[src/hdl/tmc_pkg.sv]
`timescale 1ns / 1ps

package tmc_pkg;

   localparam int DEFAULT_COLUMNS = 80;
   localparam int DEFAULT_ROWS    = 25;

   localparam int MODE_W = 3;
   localparam int CHAR_W = 8;
   localparam int ROW_W  = 5;
   localparam int COL_W  = 7;
   localparam int POS_W  = 11;
   localparam int ATTR_W = 8;
   localparam int CELL_W = 16;

   localparam logic [ATTR_W-1:0] ATTR_RESET   = 8'h0F;
   localparam logic [CHAR_W-1:0] NEWLINE_CODE = 8'h0A;
   localparam logic [CHAR_W-1:0] SPACE_CODE   = 8'h20;

   typedef enum logic [MODE_W-1:0] {
      MODE_PUT        = 3'd0,
      MODE_BACKSPACE  = 3'd1,
      MODE_CLEAR      = 3'd2,
      MODE_SET_CURSOR = 3'd3,
      MODE_READ       = 3'd4
   } mode_type;

   typedef enum logic [2:0] {
      ST_IDLE,
      ST_COPY_RD,
      ST_COPY_WR,
      ST_FILL,
      ST_DONE
   } state_type;

   typedef struct packed {
      logic exec;
      logic copy_rd;
      logic copy_wr;
      logic fill_wr;
      logic rsp_load;
   } cmd_type;

   typedef struct packed {
      logic scroll_needed;
      logic clear_needed;
      logic copy_last;
      logic fill_last;
   } status_type;

endpackage

[src/hdl/tmc_ctrl.sv]
`timescale 1ns / 1ps

module tmc_ctrl (
   input  logic                 clock,
   input  logic                 reset,
   input  logic                 req_valid,
   output logic                 req_ready,
   output logic                 rsp_valid,
   input  logic                 rsp_ready,
   input  tmc_pkg::status_type  status,
   output tmc_pkg::cmd_type     cmd
);

   tmc_pkg::state_type state_ff, state_in;
   logic               rsp_valid_ff, rsp_valid_in;
   logic               out_free;

   assign out_free = !rsp_valid_ff || rsp_ready;

   always_comb begin
      state_in = state_ff;
      case (state_ff)
         tmc_pkg::ST_IDLE: begin
            if (req_valid) begin
               if (status.clear_needed) begin
                  state_in = tmc_pkg::ST_FILL;
               end else if (status.scroll_needed) begin
                  state_in = tmc_pkg::ST_COPY_RD;
               end else begin
                  state_in = tmc_pkg::ST_DONE;
               end
            end
         end
         tmc_pkg::ST_COPY_RD: state_in = tmc_pkg::ST_COPY_WR;
         tmc_pkg::ST_COPY_WR: begin
            // after the last copied line the counter sits at the bottom row
            state_in = status.copy_last ? tmc_pkg::ST_FILL : tmc_pkg::ST_COPY_RD;
         end
         tmc_pkg::ST_FILL: begin
            if (status.fill_last) begin
               state_in = tmc_pkg::ST_DONE;
            end
         end
         tmc_pkg::ST_DONE: begin
            if (out_free) begin
               state_in = tmc_pkg::ST_IDLE;
            end
         end
         default: state_in = tmc_pkg::ST_IDLE;
      endcase
   end

   always_comb begin
      cmd          = '0;
      req_ready    = 1'b0;
      case (state_ff)
         tmc_pkg::ST_IDLE: begin
            req_ready = 1'b1;
            cmd.exec  = req_valid;
         end
         tmc_pkg::ST_COPY_RD: cmd.copy_rd = 1'b1;
         tmc_pkg::ST_COPY_WR: cmd.copy_wr = 1'b1;
         tmc_pkg::ST_FILL:    cmd.fill_wr = 1'b1;
         tmc_pkg::ST_DONE:    cmd.rsp_load = out_free;
         default: begin
         end
      endcase
      if (cmd.rsp_load) begin
         rsp_valid_in = 1'b1;
      end else if (rsp_ready) begin
         rsp_valid_in = 1'b0;
      end else begin
         rsp_valid_in = rsp_valid_ff;
      end
   end

   always_ff @(posedge clock) begin
      if (reset) begin
         state_ff     <= tmc_pkg::ST_IDLE;
         rsp_valid_ff <= 1'b0;
      end else begin
         state_ff     <= state_in;
         rsp_valid_ff <= rsp_valid_in;
      end
   end

   assign rsp_valid = rsp_valid_ff;

endmodule

[config.mk]
export PLATFORM = sky130hd
export DESIGN_NAME = tmc_ctrl
export DESIGN_NICKNAME = d
export VERILOG_FILES = /design/src/hdl/tmc_pkg.sv /design/src/hdl/tmc_ctrl.sv
export SDC_FILE = /design/constraint.sdc
export NUM_CORES = 1
export LEC_CHECK = 0
export BUFFER_PORTS_ARGS = -buffer_cell sky130_fd_sc_hd__buf_2
export CAP_MARGIN = 20
export CORE_AREA = 2 2 39 41
export CTS_CLUSTER_SIZE = 28
export DETAILED_ROUTE_END_ITERATION = 7
export DIE_AREA = 0 0 41 43
export GPL_TIMING_DRIVEN = 0
export PLACE_DENSITY = 0.45
export SLEW_MARGIN = 10
export SYNTH_ARGS = -nofsm -noshare
export SYNTH_HDL_FRONTEND = slang
export SYNTH_SLANG_ARGS = --single-unit
[constraint.sdc]
create_clock -name clock -period 2.2 [get_ports clock]
set_input_delay 0.44 -clock clock [delete_from_list [all_inputs] [get_ports clock]]
set_output_delay 0.44 -clock clock [all_outputs]
set_load 0.03 [all_outputs]
==> impl_metrics.yaml <==
outcome:
  status: "finished, final reports clean"
route:
  drt-initial-drc-count: 3
  detail-route-antenna-nets: 0
  drt_wl_total_um: 580
  via_count: 272
  viasPerCell: 4.387
  first_pass_iters: 4
  drc: 0
  routedWlPerCell_um: 9.355
yosys:
  syn_inst: 29
  yosys_warnings: 0
  syn-num-nets: 37
  syn_avg_cell_area_sq_um: 8.845
  ys_types: 19
  synth-seq-area-share: 0.3122
  synth-seq-cells: 4
  synth_area_sq_um: 256.5
grt:
  grt_pass1_vias: 249
  use_met2: 0.1063
  groute.usage.overall: 0.08826
  globalRouteMet3Util: 0.04712
  grt_max_degree: 11
  grt_busiest_layer: "met1"
  grt-ovfl-total: 0
  met1_usage: 0.1154
  grt_pass1_wl_um: 1000
  antenna_found_initial: 0
pwr:
  leakagePower_uw: 0.0001782
  ir_worst_vdd_mv: 0.2946
  powerDensity_nw_per_um2: 775.5
timing:
  hold_violations: 0
  fmax_mhz: 578.5
  setup_tns_ps: 0
  slew_headroom: 0.8473
  rsz0062_at_grt: "false"
  setup_viol: 0
  drv_slew: 0
  finClkSkew_ps: 0.6649
  holdWs_ps: 401.3
  worst_slew_pin_slew_ps: 227.3
  period_minus_slack_ps: 1729
  fin_crit_sh: 0.7857
setup_path:
  cp-start-kind: "flip-flop"
  worstPathCellList: "buf_6 -> nor2_1 -> and3_1 -> buf_4 -> buf_2"
  crit_slowest_cell: "dfxtp_1"
  crit_fanout: 10
  crit_type: "flip-flop to output port"
  max_stage_delay_ps: 320
  worstPathArrival_ps: 1290
  end_kind: "output port"
  crit_required_ps: 1760
floorplanning:
  core_area_sq_um: 1384
  num_rows: 14
  initial_core_util: 0.1854
  die_h_um: 43
  dieArea_sq_um: 1763
  io_pins: 15
  die_w_um: 41
cells_and_area:
  multi_input_area_sq_um: 146.4
  drive_above_1_share: 0.5435
  register_area_sq_um: 80.08
  final_common_cell: "buf_2"
  fin_nets: 56
  final_cell_mix: "14 x buf_2, 4 x dfxtp_1, 3 x nor2_1, 3 x clkbuf_4"
  synthToLayoutAreaGrowth_pct: 43.90
  fillers: 157
  antenna_cells: 0
worst_hold_path:
  hp-class: "primary input to flip-flop"
placed_design:
  dp_hpwl_um: 458.3
  gp_congestion: 0.6880
  port_buffers: 14
cts:
  cts_sinks: 4
  cts_tree: "done"
  cts_resized: 0
  root_buffer: "clkbuf_4"
  cts.clk_slew.worst_paths_ps: 40
  clk_path_buf_depth: 2
  hold_buffers: 0
  htreeDepth: 1
  numCtsBuffers: 3
  postCtsSetupBuffers: 0
  insertion_delay_ps: 230
job:
  max-cap-violations: 0
cells in the mapped netlist:
| cell type | n | area, sq um |
|---|---|---|
| buf_6 | 2 | 22.52 |
| nor3_1 | 2 | 10.01 |
| and3b_2 | 1 | 10.01 |
| a211oi_2 | 1 | 12.51 |
| o21ai_0 | 1 | 5.000 |
| nand2b_1 | 1 | 6.260 |
| a21oi_1 | 2 | 10.01 |
| or3_4 | 1 | 11.26 |
| buf_4 | 1 | 7.510 |
| a2bb2oi_1 | 1 | 8.760 |
| o32ai_1 | 1 | 8.760 |
| nor2_1 | 3 | 11.26 |
| and3_2 | 1 | 7.510 |
| and3_1 | 1 | 6.260 |
| nor3b_1 | 2 | 15.01 |
| nand2_1 | 2 | 7.510 |
| and2_1 | 1 | 6.260 |
| dfxtp_1 | 4 | 80.08 |
| nor3_2 | 1 | 10.01 |
critical path, delay by kind of cell, from the launching register on:
kind                   cells  cell delay (ps)
buffers and inverters      3              400
and+or+nand+nor            2              330
DFF                        1              320
where the power goes:
| group | leakage, uW | internal (uW) | switching (uW) |
|---|---|---|---|
| combinational | 0.000132 | 44.0 | 64.1 |
| clock | 0.0000138 | 61.2 | 32.4 |
| sequential | 0.0000328 | 79.6 | 4.94 |
| total | 0.000178 | 185 | 101 |
metal layers:
metal / share of wire / vias to the layer above
met5: 0 / -
met4: 0 / 0
met3: 0.059 / 0
met2: 0.51 / 6
met1: 0.43 / 127
li1: - / 139
logic make-up (layout without fill, tap and decap cells):
group           after synthesis  after routing  synth area share
compound gates                6              6            0.1756
buf+inv                       3             20            0.1171
flops                         4              4            0.3122
simple gates                 16             16            0.3952
flip-flops by register name, indices dropped and copies added (netlist names):
register   count
rsp_valid      1
state_ff       3
final cells by class:
type,count,area share
clock buffers,3,0.06102
well taps,16,0.05424
multi-input cells,22,0.3966
flip-flops and latches,4,0.2169
repair buffers,14,0.1898
plain buffers,3,0.08136
path summary, 6_finish.rpt:
kind / from / endpoint / slack, ps / depth (start not counted)
hold reg to reg: rsp_valid / rsp_valid / 530 / 2
hold / removal: reset / rsp_valid / 400 / 2
setup / recovery: state_ff[0] / cmd[0] / 470 / 5
setup reg to reg: state_ff[1] / state_ff[1] / 1160 / 4
through the flow:
step / instances / power, uW / util / cell area, sq um / worst slack [ps]
floorplan: 29 / 166.8 / - / 256.5 / 198.7
global placement: 59 / 195.4 / 0.2505 / 346.6 / 588.1
detailed placement: 59 / 194.9 / 0.2505 / 346.6 / 592.8
CTS: 62 / 292.1 / 0.2667 / 369.1 / 459.5
global route: 62 / 308.7 / 0.2667 / 369.1 / 341.8
finish: 62 / 286.3 / 0.2667 / 369.1 / 471.4
(Power assumes the default switching activity.)
